--- config.mk ---
export PLATFORM = sky130hd
export DESIGN_NAME = hsv_to_rgb_convert_flat
export DESIGN_NICKNAME = d
export VERILOG_FILES = /design/src/sv/hsv2rgb_pkg.sv /design/src/sv/hsv2rgb_if.sv /design/src/sv/hsv_to_rgb_convert.sv /design/src/sv/hsv2rgb_prep.sv /design/src/sv/hsv2rgb_coef.sv /design/src/sv/hsv2rgb_mul.sv /design/src/sv/hsv2rgb_mix.sv /design/src/flat_wrapper.sv
export SDC_FILE = /design/constraint.sdc
export NUM_CORES = 2
export LEC_CHECK = 0
export ABC_CLOCK_PERIOD_IN_PS = 14600
export BUFFER_PORTS_ARGS = -buffer_cell sky130_fd_sc_hd__buf_2
export CAP_MARGIN = 20
export CORE_MARGIN = 10
export CORE_UTILIZATION = 30
export CTS_CLUSTER_SIZE = 20
export DETAILED_ROUTE_END_ITERATION = 8
export HOLD_SLACK_MARGIN = 0.03
export PLACE_DENSITY = 0.52
export SLEW_MARGIN = 20
export SYNTH_ARGS = -nofsm -noshare
export SYNTH_HDL_FRONTEND = slang
export SYNTH_SLANG_ARGS = --single-unit
--- constraint.sdc ---
create_clock -name clk_i -period 14.6 [get_ports clk_i]
set_input_delay 3.65 -clock clk_i [delete_from_list [all_inputs] [get_ports clk_i]]
set_output_delay 3.65 -clock clk_i [all_outputs]
set_load 0.05 [all_outputs]
--- src/sv/hsv2rgb_pkg.sv ---
// ----------------------------------------------------------------------------
// hsv2rgb_pkg
// Shared widths, constants and the hue sector code for the HSV to RGB
// conversion pipeline.
// ----------------------------------------------------------------------------
package hsv2rgb_pkg;

  // Field widths of the request and result items
  localparam int HUE_W   = 16;
  localparam int FIELD_W = 17;
  localparam int CH_W    = 8;

  // Hue fraction inside a sector, and one full sector in that scale
  localparam int FRAC_W = 16;
  localparam logic [FRAC_W:0] HUE_ONE = {1'b1, {FRAC_W{1'b0}}};

  // Default fraction bits of saturation, brightness and opacity
  localparam int FRAC_BITS_DEF = 16;

  // Largest channel value
  localparam logic [CH_W-1:0] CH_MAX = {CH_W{1'b1}};

  // Hue sector, the integer part of six times the hue
  localparam int SECT_W = 3;
  typedef enum logic [SECT_W-1:0] {
    SECT_0 = 3'd0,
    SECT_1 = 3'd1,
    SECT_2 = 3'd2,
    SECT_3 = 3'd3,
    SECT_4 = 3'd4,
    SECT_5 = 3'd5
  } sector_e;

endpackage

--- src/sv/hsv2rgb_if.sv ---
// ----------------------------------------------------------------------------
// hsv2rgb interfaces
// Valid/ready channels for the HSV request and the RGBA result.
// ----------------------------------------------------------------------------
interface hsv2rgb_in_if;
  import hsv2rgb_pkg::*;

  logic               valid;
  logic               ready;
  logic [HUE_W-1:0]   hue;
  logic [FIELD_W-1:0] saturation;
  logic [FIELD_W-1:0] brightness;
  logic [FIELD_W-1:0] opacity;

  modport source (output valid, hue, saturation, brightness, opacity, input ready);
  modport sink   (input valid, hue, saturation, brightness, opacity, output ready);
endinterface

interface hsv2rgb_out_if;
  import hsv2rgb_pkg::*;

  logic            valid;
  logic            ready;
  logic [CH_W-1:0] red;
  logic [CH_W-1:0] green;
  logic [CH_W-1:0] blue;
  logic [CH_W-1:0] alpha_out;

  modport source (output valid, red, green, blue, alpha_out, input ready);
  modport sink   (input valid, red, green, blue, alpha_out, output ready);
endinterface

--- src/sv/hsv_to_rgb_convert.sv ---
// ----------------------------------------------------------------------------
// hsv_to_rgb_convert
// Converts one HSV pixel with opacity into 8-bit RGBA.
// ----------------------------------------------------------------------------
// Usage:
//   pix_i carries one request per pixel: 16-bit hue (fraction of a turn) and
//   17-bit saturation, brightness and opacity (1 << FRAC_BITS is 1.0; larger
//   values count as 1.0). pix_o returns red, green, blue and alpha_out.
//   A request is taken at a clock edge with valid and ready both high.
//   Each request passes through the clamp and sector, factors, brightness
//   products, and scale and route registers, in that order, to pix_o.
//   Throughput is one pixel per cycle while the receiver keeps ready high;
//   the four register stages each hold one pixel, and the two product
//   stages (17x16 and 17x17 at the default width) bound the clock.
//   Reset clears the stage valid bits only; the pipeline comes out empty.
//   When the receiver stalls, the result holds on pix_o, empty stages keep
//   filling behind it, and pix_i.ready drops only once all four stages hold
//   a pixel. Nothing is dropped or repeated.
// ----------------------------------------------------------------------------
module hsv_to_rgb_convert
  import hsv2rgb_pkg::*;
#(
  parameter int FRAC_BITS = FRAC_BITS_DEF
) (
  input  logic                 clk_i,
  input  logic                 rst_ni,
  hsv2rgb_in_if.sink           pix_i,
  hsv2rgb_out_if.source        pix_o
);

  localparam int VW = FRAC_BITS + 1;

  // Stage 1 to 2
  logic              prep_vld, coef_rdy;
  sector_e           prep_sect;
  logic [FRAC_W-1:0] prep_frac;
  logic [VW-1:0]     prep_sat, prep_val, prep_alpha;
  logic              prep_gray;

  // Stage 2 to 3
  logic              coef_vld, mul_rdy;
  sector_e           coef_sect;
  logic [VW-1:0]     coef_val, coef_kp, coef_kq, coef_kt;
  logic [CH_W-1:0]   coef_vv, coef_av;
  logic              coef_gray;

  // Stage 3 to 4
  logic              mul_vld, mix_rdy;
  sector_e           mul_sect;
  logic [2*VW-1:0]   mul_pp, mul_pq, mul_pt;
  logic [CH_W-1:0]   mul_vv, mul_av;
  logic              mul_gray;

  hsv2rgb_prep #(.FRAC_BITS(FRAC_BITS)) u_prep (
    .clk_i   (clk_i),
    .rst_ni  (rst_ni),
    .valid_i (pix_i.valid),
    .ready_o (pix_i.ready),
    .hue_i   (pix_i.hue),
    .sat_i   (pix_i.saturation),
    .val_i   (pix_i.brightness),
    .alpha_i (pix_i.opacity),
    .valid_o (prep_vld),
    .ready_i (coef_rdy),
    .sect_o  (prep_sect),
    .frac_o  (prep_frac),
    .sat_o   (prep_sat),
    .val_o   (prep_val),
    .alpha_o (prep_alpha),
    .gray_o  (prep_gray)
  );

  hsv2rgb_coef #(.FRAC_BITS(FRAC_BITS)) u_coef (
    .clk_i   (clk_i),
    .rst_ni  (rst_ni),
    .valid_i (prep_vld),
    .ready_o (coef_rdy),
    .sect_i  (prep_sect),
    .frac_i  (prep_frac),
    .sat_i   (prep_sat),
    .val_i   (prep_val),
    .alpha_i (prep_alpha),
    .gray_i  (prep_gray),
    .valid_o (coef_vld),
    .ready_i (mul_rdy),
    .sect_o  (coef_sect),
    .val_o   (coef_val),
    .kp_o    (coef_kp),
    .kq_o    (coef_kq),
    .kt_o    (coef_kt),
    .vv_o    (coef_vv),
    .av_o    (coef_av),
    .gray_o  (coef_gray)
  );

  hsv2rgb_mul #(.FRAC_BITS(FRAC_BITS)) u_mul (
    .clk_i   (clk_i),
    .rst_ni  (rst_ni),
    .valid_i (coef_vld),
    .ready_o (mul_rdy),
    .sect_i  (coef_sect),
    .val_i   (coef_val),
    .kp_i    (coef_kp),
    .kq_i    (coef_kq),
    .kt_i    (coef_kt),
    .vv_i    (coef_vv),
    .av_i    (coef_av),
    .gray_i  (coef_gray),
    .valid_o (mul_vld),
    .ready_i (mix_rdy),
    .sect_o  (mul_sect),
    .pp_o    (mul_pp),
    .pq_o    (mul_pq),
    .pt_o    (mul_pt),
    .vv_o    (mul_vv),
    .av_o    (mul_av),
    .gray_o  (mul_gray)
  );

  hsv2rgb_mix #(.FRAC_BITS(FRAC_BITS)) u_mix (
    .clk_i   (clk_i),
    .rst_ni  (rst_ni),
    .valid_i (mul_vld),
    .ready_o (mix_rdy),
    .sect_i  (mul_sect),
    .pp_i    (mul_pp),
    .pq_i    (mul_pq),
    .pt_i    (mul_pt),
    .vv_i    (mul_vv),
    .av_i    (mul_av),
    .gray_i  (mul_gray),
    .valid_o (pix_o.valid),
    .ready_i (pix_o.ready),
    .red_o   (pix_o.red),
    .green_o (pix_o.green),
    .blue_o  (pix_o.blue),
    .alpha_o (pix_o.alpha_out)
  );

`ifndef NO_ASSERTIONS
  // Request side backs up only when every stage is full and the output stalls
  a_full_stall: assert property (@(posedge clk_i) disable iff (!rst_ni)
    !pix_i.ready |-> (prep_vld && coef_vld && mul_vld && pix_o.valid && !pix_o.ready))
    else $error("request stalled while the pipeline has room");

  // A stalled product stage keeps its pixel
  a_mul_hold: assert property (@(posedge clk_i) disable iff (!rst_ni)
    (mul_vld && !mix_rdy) |=> mul_vld)
    else $error("product stage lost a pixel under stall");

  // A gray pixel leaves with equal color channels
  a_gray_out: assert property (@(posedge clk_i) disable iff (!rst_ni)
    (mul_vld && mix_rdy && mul_gray) |=>
      (pix_o.valid && pix_o.red == pix_o.green && pix_o.green == pix_o.blue))
    else $error("gray pixel with unequal channels");
`endif

endmodule

--- src/sv/hsv2rgb_prep.sv ---
// ----------------------------------------------------------------------------
// hsv2rgb_prep
// First stage: clamp the fractions to one, split six times the hue into
// sector and fraction, flag zero saturation.
// ----------------------------------------------------------------------------
module hsv2rgb_prep
  import hsv2rgb_pkg::*;
#(
  parameter int FRAC_BITS = FRAC_BITS_DEF,
  localparam int VW = FRAC_BITS + 1
) (
  input  logic               clk_i,
  input  logic               rst_ni,
  input  logic               valid_i,
  output logic               ready_o,
  input  logic [HUE_W-1:0]   hue_i,
  input  logic [FIELD_W-1:0] sat_i,
  input  logic [FIELD_W-1:0] val_i,
  input  logic [FIELD_W-1:0] alpha_i,
  output logic               valid_o,
  input  logic               ready_i,
  output sector_e            sect_o,
  output logic [FRAC_W-1:0]  frac_o,
  output logic [VW-1:0]      sat_o,
  output logic [VW-1:0]      val_o,
  output logic [VW-1:0]      alpha_o,
  output logic               gray_o
);

  localparam int CMPW = (VW > FIELD_W) ? VW : FIELD_W;
  localparam logic [CMPW-1:0] ONE_C = CMPW'(1) << FRAC_BITS;

  function automatic logic [VW-1:0] clamp_one(input logic [FIELD_W-1:0] x);
    logic [CMPW-1:0] ext;
    ext = CMPW'(x);
    if (ext > ONE_C) begin
      ext = ONE_C;
    end
    return VW'(ext);
  endfunction

  logic               vld_q;
  logic [HUE_W+2:0]   h6;
  logic [VW-1:0]      sat_c;
  sector_e            sect_q;
  logic [FRAC_W-1:0]  frac_q;
  logic [VW-1:0]      sat_q, val_q, alpha_q;
  logic               gray_q;

  // Six times the hue as 4x + 2x
  assign h6    = {1'b0, hue_i, 2'b00} + {2'b00, hue_i, 1'b0};
  assign sat_c = clamp_one(sat_i);

  // Advance when the stage is empty or the next one takes its item
  assign ready_o = !vld_q || ready_i;

  always_ff @(posedge clk_i or negedge rst_ni) begin
    if (!rst_ni) begin
      vld_q <= 1'b0;
    end else if (ready_o) begin
      vld_q <= valid_i;
    end
  end

  always_ff @(posedge clk_i) begin
    if (valid_i && ready_o) begin
      sect_q  <= sector_e'(h6[HUE_W+2:HUE_W]);
      frac_q  <= h6[FRAC_W-1:0];
      sat_q   <= sat_c;
      val_q   <= clamp_one(val_i);
      alpha_q <= clamp_one(alpha_i);
      gray_q  <= (sat_c == '0);
    end
  end

  assign valid_o = vld_q;
  assign sect_o  = sect_q;
  assign frac_o  = frac_q;
  assign sat_o   = sat_q;
  assign val_o   = val_q;
  assign alpha_o = alpha_q;
  assign gray_o  = gray_q;

endmodule

--- src/sv/hsv2rgb_coef.sv ---
// ----------------------------------------------------------------------------
// hsv2rgb_coef
// Second stage: form the factors 1-s, 1-s*f and 1-s*(1-f), and scale
// brightness and opacity to eight bits.
// ----------------------------------------------------------------------------
module hsv2rgb_coef
  import hsv2rgb_pkg::*;
#(
  parameter int FRAC_BITS = FRAC_BITS_DEF,
  localparam int VW = FRAC_BITS + 1
) (
  input  logic              clk_i,
  input  logic              rst_ni,
  input  logic              valid_i,
  output logic              ready_o,
  input  sector_e           sect_i,
  input  logic [FRAC_W-1:0] frac_i,
  input  logic [VW-1:0]     sat_i,
  input  logic [VW-1:0]     val_i,
  input  logic [VW-1:0]     alpha_i,
  input  logic              gray_i,
  output logic              valid_o,
  input  logic              ready_i,
  output sector_e           sect_o,
  output logic [VW-1:0]     val_o,
  output logic [VW-1:0]     kp_o,
  output logic [VW-1:0]     kq_o,
  output logic [VW-1:0]     kt_o,
  output logic [CH_W-1:0]   vv_o,
  output logic [CH_W-1:0]   av_o,
  output logic              gray_o
);

  localparam logic [VW-1:0] ONE_V = {1'b1, {FRAC_BITS{1'b0}}};

  // x * 255 >> FRAC_BITS, saturated to eight bits
  function automatic logic [CH_W-1:0] scale8(input logic [VW-1:0] x);
    logic [VW+CH_W-1:0] m;
    m = {x, {CH_W{1'b0}}} - {{CH_W{1'b0}}, x};
    return m[FRAC_BITS+CH_W] ? CH_MAX : m[FRAC_BITS+CH_W-1:FRAC_BITS];
  endfunction

  logic [FRAC_W:0]      frac_c;
  logic [VW+FRAC_W-1:0] s_f;
  logic [VW+FRAC_W:0]   s_g;
  logic [VW-1:0]        sf, sg;

  logic                 vld_q;
  sector_e              sect_q;
  logic [VW-1:0]        val_q, kp_q, kq_q, kt_q;
  logic [CH_W-1:0]      vv_q, av_q;
  logic                 gray_q;

  // s*f and s*(1-f), both kept at the saturation scale
  assign frac_c = HUE_ONE - {1'b0, frac_i};
  assign s_f    = (VW+FRAC_W)'(sat_i) * (VW+FRAC_W)'(frac_i);
  assign s_g    = (VW+FRAC_W+1)'(sat_i) * (VW+FRAC_W+1)'(frac_c);
  assign sf     = s_f[VW+FRAC_W-1:FRAC_W];
  assign sg     = s_g[VW+FRAC_W-1:FRAC_W];

  assign ready_o = !vld_q || ready_i;

  always_ff @(posedge clk_i or negedge rst_ni) begin
    if (!rst_ni) begin
      vld_q <= 1'b0;
    end else if (ready_o) begin
      vld_q <= valid_i;
    end
  end

  always_ff @(posedge clk_i) begin
    if (valid_i && ready_o) begin
      sect_q <= sect_i;
      val_q  <= val_i;
      kp_q   <= ONE_V - sat_i;
      kq_q   <= ONE_V - sf;
      kt_q   <= ONE_V - sg;
      vv_q   <= scale8(val_i);
      av_q   <= scale8(alpha_i);
      gray_q <= gray_i;
    end
  end

  assign valid_o = vld_q;
  assign sect_o  = sect_q;
  assign val_o   = val_q;
  assign kp_o    = kp_q;
  assign kq_o    = kq_q;
  assign kt_o    = kt_q;
  assign vv_o    = vv_q;
  assign av_o    = av_q;
  assign gray_o  = gray_q;

endmodule

--- src/sv/hsv2rgb_mul.sv ---
// ----------------------------------------------------------------------------
// hsv2rgb_mul
// Third stage: multiply brightness by each of the three factors.
// ----------------------------------------------------------------------------
module hsv2rgb_mul
  import hsv2rgb_pkg::*;
#(
  parameter int FRAC_BITS = FRAC_BITS_DEF,
  localparam int VW = FRAC_BITS + 1
) (
  input  logic            clk_i,
  input  logic            rst_ni,
  input  logic            valid_i,
  output logic            ready_o,
  input  sector_e         sect_i,
  input  logic [VW-1:0]   val_i,
  input  logic [VW-1:0]   kp_i,
  input  logic [VW-1:0]   kq_i,
  input  logic [VW-1:0]   kt_i,
  input  logic [CH_W-1:0] vv_i,
  input  logic [CH_W-1:0] av_i,
  input  logic            gray_i,
  output logic            valid_o,
  input  logic            ready_i,
  output sector_e         sect_o,
  output logic [2*VW-1:0] pp_o,
  output logic [2*VW-1:0] pq_o,
  output logic [2*VW-1:0] pt_o,
  output logic [CH_W-1:0] vv_o,
  output logic [CH_W-1:0] av_o,
  output logic            gray_o
);

  localparam int PW = 2 * VW;

  logic            vld_q;
  sector_e         sect_q;
  logic [PW-1:0]   pp_q, pq_q, pt_q;
  logic [CH_W-1:0] vv_q, av_q;
  logic            gray_q;

  assign ready_o = !vld_q || ready_i;

  always_ff @(posedge clk_i or negedge rst_ni) begin
    if (!rst_ni) begin
      vld_q <= 1'b0;
    end else if (ready_o) begin
      vld_q <= valid_i;
    end
  end

  // Three parallel brightness products
  always_ff @(posedge clk_i) begin
    if (valid_i && ready_o) begin
      sect_q <= sect_i;
      pp_q   <= PW'(val_i) * PW'(kp_i);
      pq_q   <= PW'(val_i) * PW'(kq_i);
      pt_q   <= PW'(val_i) * PW'(kt_i);
      vv_q   <= vv_i;
      av_q   <= av_i;
      gray_q <= gray_i;
    end
  end

  assign valid_o = vld_q;
  assign sect_o  = sect_q;
  assign pp_o    = pp_q;
  assign pq_o    = pq_q;
  assign pt_o    = pt_q;
  assign vv_o    = vv_q;
  assign av_o    = av_q;
  assign gray_o  = gray_q;

endmodule

--- src/sv/hsv2rgb_mix.sv ---
// ----------------------------------------------------------------------------
// hsv2rgb_mix
// Last stage: scale the products to eight bits and route them to the
// channels by hue sector; gray pixels take the brightness on all three.
// ----------------------------------------------------------------------------
module hsv2rgb_mix
  import hsv2rgb_pkg::*;
#(
  parameter int FRAC_BITS = FRAC_BITS_DEF,
  localparam int VW = FRAC_BITS + 1
) (
  input  logic            clk_i,
  input  logic            rst_ni,
  input  logic            valid_i,
  output logic            ready_o,
  input  sector_e         sect_i,
  input  logic [2*VW-1:0] pp_i,
  input  logic [2*VW-1:0] pq_i,
  input  logic [2*VW-1:0] pt_i,
  input  logic [CH_W-1:0] vv_i,
  input  logic [CH_W-1:0] av_i,
  input  logic            gray_i,
  output logic            valid_o,
  input  logic            ready_i,
  output logic [CH_W-1:0] red_o,
  output logic [CH_W-1:0] green_o,
  output logic [CH_W-1:0] blue_o,
  output logic [CH_W-1:0] alpha_o
);

  localparam int PW = 2 * VW;
  localparam int SH = 2 * FRAC_BITS;

  // prod * 255 >> 2*FRAC_BITS, saturated to eight bits
  function automatic logic [CH_W-1:0] scale8(input logic [PW-1:0] x);
    logic [PW+CH_W-1:0] m;
    m = {x, {CH_W{1'b0}}} - {{CH_W{1'b0}}, x};
    return (|m[PW+CH_W-1:SH+CH_W]) ? CH_MAX : m[SH+CH_W-1:SH];
  endfunction

  logic [CH_W-1:0] p8, q8, t8;
  logic [CH_W-1:0] r_d, g_d, b_d;

  logic            vld_q;
  logic [CH_W-1:0] red_q, green_q, blue_q, alpha_q;

  assign p8 = scale8(pp_i);
  assign q8 = scale8(pq_i);
  assign t8 = scale8(pt_i);

  // Route by sector
  always_comb begin
    case (sect_i)
      SECT_0: begin
        r_d = vv_i; g_d = t8;   b_d = p8;
      end
      SECT_1: begin
        r_d = q8;   g_d = vv_i; b_d = p8;
      end
      SECT_2: begin
        r_d = p8;   g_d = vv_i; b_d = t8;
      end
      SECT_3: begin
        r_d = p8;   g_d = q8;   b_d = vv_i;
      end
      SECT_4: begin
        r_d = t8;   g_d = p8;   b_d = vv_i;
      end
      default: begin
        r_d = vv_i; g_d = p8;   b_d = q8;
      end
    endcase
    if (gray_i) begin
      r_d = vv_i;
      g_d = vv_i;
      b_d = vv_i;
    end
  end

  assign ready_o = !vld_q || ready_i;

  always_ff @(posedge clk_i or negedge rst_ni) begin
    if (!rst_ni) begin
      vld_q <= 1'b0;
    end else if (ready_o) begin
      vld_q <= valid_i;
    end
  end

  always_ff @(posedge clk_i) begin
    if (valid_i && ready_o) begin
      red_q   <= r_d;
      green_q <= g_d;
      blue_q  <= b_d;
      alpha_q <= av_i;
    end
  end

  assign valid_o = vld_q;
  assign red_o   = red_q;
  assign green_o = green_q;
  assign blue_o  = blue_q;
  assign alpha_o = alpha_q;

endmodule
--- src/flat_wrapper.sv ---
// flat-port wrapper written by rule: the top's interface ports become plain ports
module hsv_to_rgb_convert_flat import hsv2rgb_pkg::*;
#(
  parameter int FRAC_BITS = FRAC_BITS_DEF
)
  (clk_i, rst_ni, pix_i_valid, pix_i_hue, pix_i_saturation, pix_i_brightness, pix_i_opacity, pix_i_ready, pix_o_valid, pix_o_red, pix_o_green, pix_o_blue, pix_o_alpha_out, pix_o_ready);
  hsv2rgb_in_if pix_i_i ();
  hsv2rgb_out_if pix_o_i ();
  input  logic clk_i;
  input  logic rst_ni;
  input wire logic [$bits(pix_i_i.valid)-1:0] pix_i_valid;
  input wire logic [$bits(pix_i_i.hue)-1:0] pix_i_hue;
  input wire logic [$bits(pix_i_i.saturation)-1:0] pix_i_saturation;
  input wire logic [$bits(pix_i_i.brightness)-1:0] pix_i_brightness;
  input wire logic [$bits(pix_i_i.opacity)-1:0] pix_i_opacity;
  output wire logic [$bits(pix_i_i.ready)-1:0] pix_i_ready;
  output wire logic [$bits(pix_o_i.valid)-1:0] pix_o_valid;
  output wire logic [$bits(pix_o_i.red)-1:0] pix_o_red;
  output wire logic [$bits(pix_o_i.green)-1:0] pix_o_green;
  output wire logic [$bits(pix_o_i.blue)-1:0] pix_o_blue;
  output wire logic [$bits(pix_o_i.alpha_out)-1:0] pix_o_alpha_out;
  input wire logic [$bits(pix_o_i.ready)-1:0] pix_o_ready;
  assign pix_i_i.valid = pix_i_valid;
  assign pix_i_i.hue = pix_i_hue;
  assign pix_i_i.saturation = pix_i_saturation;
  assign pix_i_i.brightness = pix_i_brightness;
  assign pix_i_i.opacity = pix_i_opacity;
  assign pix_i_ready = pix_i_i.ready;
  assign pix_o_valid = pix_o_i.valid;
  assign pix_o_red = pix_o_i.red;
  assign pix_o_green = pix_o_i.green;
  assign pix_o_blue = pix_o_i.blue;
  assign pix_o_alpha_out = pix_o_i.alpha_out;
  assign pix_o_i.ready = pix_o_ready;
  hsv_to_rgb_convert #(.FRAC_BITS(FRAC_BITS)) u_core (.clk_i(clk_i), .rst_ni(rst_ni), .pix_i(pix_i_i), .pix_o(pix_o_i));
endmodule
==> out/metrics.csv <==
stage,metric,value,unit
sta,fin_crit,9180,ps
floorplan,die_area,225000,um2
synth,synth_cells,6726,
run_status,status,"finished, final reports clean",
synth,yosys_warnings,0,
clock_network,htreeDepth,2,
cells_and_area,multiInputGateArea,46200,um2
synth,async_flop_share,1.27,%
cells_and_area,nFillCells,21200,
worst_setup_path,slowest_delay,680,ps
clock_network,ctsResizeCount,0,
sta,finalSetupViolations,0,
sta,slew_headroom,29.2,%
worst_setup_path,cp_common_cell,fa_1,
routing,num_vias,44600,
global_route,grt_max_degree,71,
floorplan,io_pins,105,
place,globalplace.congestion,0.863,
sta,rsz0062_at_grt,false,
cells_and_area,nets,8448,
global_route,grt_first_pass_wirelength,267,mm
cells_and_area,register_area,9470,um2
global_route,grt_pass1_vias,48100,
sta,tightest_slew,1060,ps
place,portBuffers,104,
synth,syn_avg_cell_area,9.23,um2
worst_setup_path,cp.buffers_inverters,6,
place,place_ws,5410,ps
sta,fin_crit_sh,62.9,%
worst_setup_path,crit_type,flop to flop,
routing,viasPerCell,4.76,
clock_network,clkTransAtPathRegs,80,ps
worst_setup_path,required,15020,ps
hold_path,hold_class,flop to flop,
sta,fmax,109,MHz
worst_setup_path,worstPathArrival,9590,ps
global_route,grt_overflow,0,
clock_network,cts_tree,done,
worst_setup_path,end_kind,flop,
floorplan,initial_utilization,30.2,%
worst_setup_path,cp_slowest_cell,edfxtp_1,
worst_setup_path,crit_path_start,u_core.u_prep.frac_o[6]$_DFFE_PP_,
clock_network,cts_root_buffer,clkbuf_16,
floorplan,die_height,475,um
global_route,antenna_found_initial,13,
clock_network,clk_path_buf_depth,3,
floorplan,die_x,475,um
routing,route.detailed.drc,0,
sta,setup_slack,5420,ps
worst_setup_path,r2r-start,u_core.u_prep.frac_o[6]$_DFFE_PP_,
clock_network,postCtsSetupBuffers,0,
routing,wl_per_cell,17.5,um
clock_network,clk_latency,660,ps
hold_path,hold_start,u_core.u_coef.av_o[4]$_SDFFCE_PP1P_,
routing,dr.pass1.iters,5,
sta,skew,53.0,ps
clock_network,numCtsBuffers,43,
synth,synth.distinct_cells,93,
global_route,grt_usage,14.7,%
sta,hold_viol_final,0,
routing,drtIter0Drc,2407,
synth,synth_ff_type,edfxtp_1,
routing,drt_wl_total,164,mm
synth,synth-seq-cells,316,
synth,syn_area,62100,um2
floorplan,placementRows,166,
clock_network,ctsHoldBuffers,0,
worst_setup_path,crit_fanout,19,
clock_network,cts.sinks,316,
worst_setup_path,cp-start-kind,flop,
place,dp_hpwl,129,mm
worst_setup_path,reg2reg_slack,5420,ps
synth,ys_seq_area_share,15.3,%
sta,finalMaxSlewViolations,0,
routing,final_antenna_net_count,0,
worst_setup_path,path_delay_family,adder cells,
synth,synth_fp_nets,8527,
sta,setup-tns-final,0,ps
cells_and_area,postLayoutCoreUtil,32.6,%
flow_run,cap_viol_max_count,0,
synth,synth_edf_count,312,
floorplan,core,205000,um2
cells_and_area,syn_to_final_growth,7.78,%
cells_and_area,drive_gt1_share,4.48,%
-- layer usage --
| layer | part of all wire (%) | wire length, um | up-vias | global-route usage [%] |
|---|---|---|---|---|
| li1 | - | - | 20800 | - |
| met3 | 4.2 | 6930 | 197 | 1.51 |
| met5 | 0 | 0 | - | 0 |
| met4 | 2.8 | 4610 | 0 | 3.95 |
| met2 | 46 | 76200 | 927 | 24.5 |
| met1 | 46 | 76200 | 22700 | 20.3 |
-- cell usage in the layout, fill, tap and decap left out, types with 8 or more instances in the layout --
| cell type | n |
|---|---|
| o31ai_1 | 13 |
| o21ai_0 | 113 |
| o221ai_1 | 12 |
| nor3_1 | 69 |
| and2_1 | 521 |
| xor2_1 | 57 |
| fa_1 | 1072 |
| or3_1 | 19 |
| a21oi_1 | 167 |
| buf_4 | 68 |
| nor4_1 | 34 |
| nand2_1 | 999 |
| o21a_1 | 27 |
| nand3_1 | 61 |
| a211oi_1 | 26 |
| ha_1 | 658 |
| a2111oi_0 | 10 |
| inv_6 | 10 |
| nand2b_1 | 30 |
| nor2_1 | 163 |
| a31oi_1 | 28 |
| edfxtp_1 | 312 |
| o211ai_1 | 12 |
| xnor2_1 | 148 |
| nor2b_1 | 76 |
| or4_1 | 13 |
| a21boi_0 | 9 |
| and3_1 | 22 |
| buf_2 | 104 |
| a21o_1 | 112 |
| a211o_1 | 10 |
| nand4_1 | 30 |
| o21bai_1 | 21 |
| or2_2 | 11 |
| inv_1 | 1417 |
| a221oi_1 | 8 |
| clkbuf_16 | 43 |
| a31o_2 | 11 |
-- cell type report --
cell class	instances	share of cell area [%]
Multi-Input combinational cell	4695	69.0
Clock buffer	48	1.64
Timing Repair Buffer	173	1.57
Inverter	1418	7.96
Sequential cell	316	14.2
Antenna cell	3	0.0112
Tap cell	2688	5.03
Clock inverter	31	0.610
-- cells by family after synthesis --
family | synth area share (%)
AO/OA/AOI/OAI | 7.20
buffers and inverters | 10.4
multiplexers | 0.119
AND/OR/NAND/NOR | 16.3
adder cells (fa/ha/maj) | 47.8
flip-flops | 15.3
XOR/XNOR | 2.89
-- final timing paths --
check | cells past startpoint | end
hold / removal | 0 | u_core.u_mul.av_o[4]$_DFFE_PP_
max in group asynchronous | 1 | u_core.u_mix.valid_o$_DFFE_PN0P_
setup / recovery | 33 | u_core.u_coef.kt_o[16]$_DFFE_PP_
hold reg to reg | 0 | u_core.u_mul.av_o[4]$_DFFE_PP_
setup reg to reg | 33 | u_core.u_coef.kt_o[16]$_DFFE_PP_
min in group asynchronous | 1 | u_core.u_coef.valid_o$_DFFE_PN0P_
-- registers in the layout (all words and copies together) (netlist names), 8 cells and up --
name                   cells
u_core.u_coef.av_o         8
u_core.u_coef.kp_o        17
u_core.u_coef.kq_o        17
u_core.u_coef.kt_o        17
u_core.u_coef.val_o       17
u_core.u_coef.vv_o         8
u_core.u_mix.alpha_o       8
u_core.u_mix.blue_o        8
u_core.u_mix.green_o       8
u_core.u_mix.red_o         8
u_core.u_mul.av_o          8
u_core.u_mul.pp_o         34
u_core.u_mul.pq_o         34
u_core.u_mul.pt_o         34
u_core.u_mul.vv_o          8
u_core.u_prep.alpha_o     17
u_core.u_prep.frac_o      15
u_core.u_prep.sat_o       17
u_core.u_prep.val_o       17
-- worst register-to-register path: cells and delay by family (launching register included) --
family / cells / cell delay, ps
flops: 1 / 680
mux: 1 / 290
fa+ha+maj: 8 / 3460
xor+xnor: 3 / 370
compound gates: 4 / 1390
buf+inv: 6 / 520
simple gates: 11 / 2270
-- cells in the mapped netlist, drive strengths merged, types with 8 or more instances --
library cell | count | area share (%)
a21o | 113 | 1.4
inv | 1417 | 8.6
fa | 1072 | 35
o211ai | 12 | 0.15
a31o | 12 | 0.17
nand2 | 999 | 6.0
nor2 | 164 | 1.0
o21a | 27 | 0.33
nand2b | 30 | 0.30
nor3 | 71 | 0.58
or4 | 13 | 0.16
a21oi | 170 | 1.4
clkbuf | 282 | 1.7
ha | 658 | 13
nand4 | 30 | 0.30
a211oi | 27 | 0.33
edfxtp | 312 | 15
nand3 | 61 | 0.49
a221oi | 9 | 0.14
and2 | 526 | 5.3
and3 | 23 | 0.23
nor4 | 36 | 0.36
xnor2 | 148 | 2.1
a21boi | 10 | 0.12
o21bai | 21 | 0.25
a211o | 10 | 0.14
or3 | 19 | 0.19
or2 | 11 | 0.11
xor2 | 57 | 0.80
and4 | 8 | 0.11
o221ai | 13 | 0.21
a31oi | 28 | 0.28
nor2b | 77 | 0.78
buf | 15 | 0.11
o31ai | 13 | 0.16
a2111oi | 11 | 0.19
o21ai | 119 | 0.97
-- through the flow --
stage          hold slack (ps)  cells  cell area [um2]
4_1_cts                    409   9368            66900
3_5_place_dp               405   9289            65400
3_3_place_gp               402   9289            65400
2_1_floorplan              400   6726            62100
5_1_grt                    409   9369            66900
6_report                   408   9372            66900
Power is not shown: default switching activity piles up to over one toggle a cycle in this logic, so the estimate is an artifact.
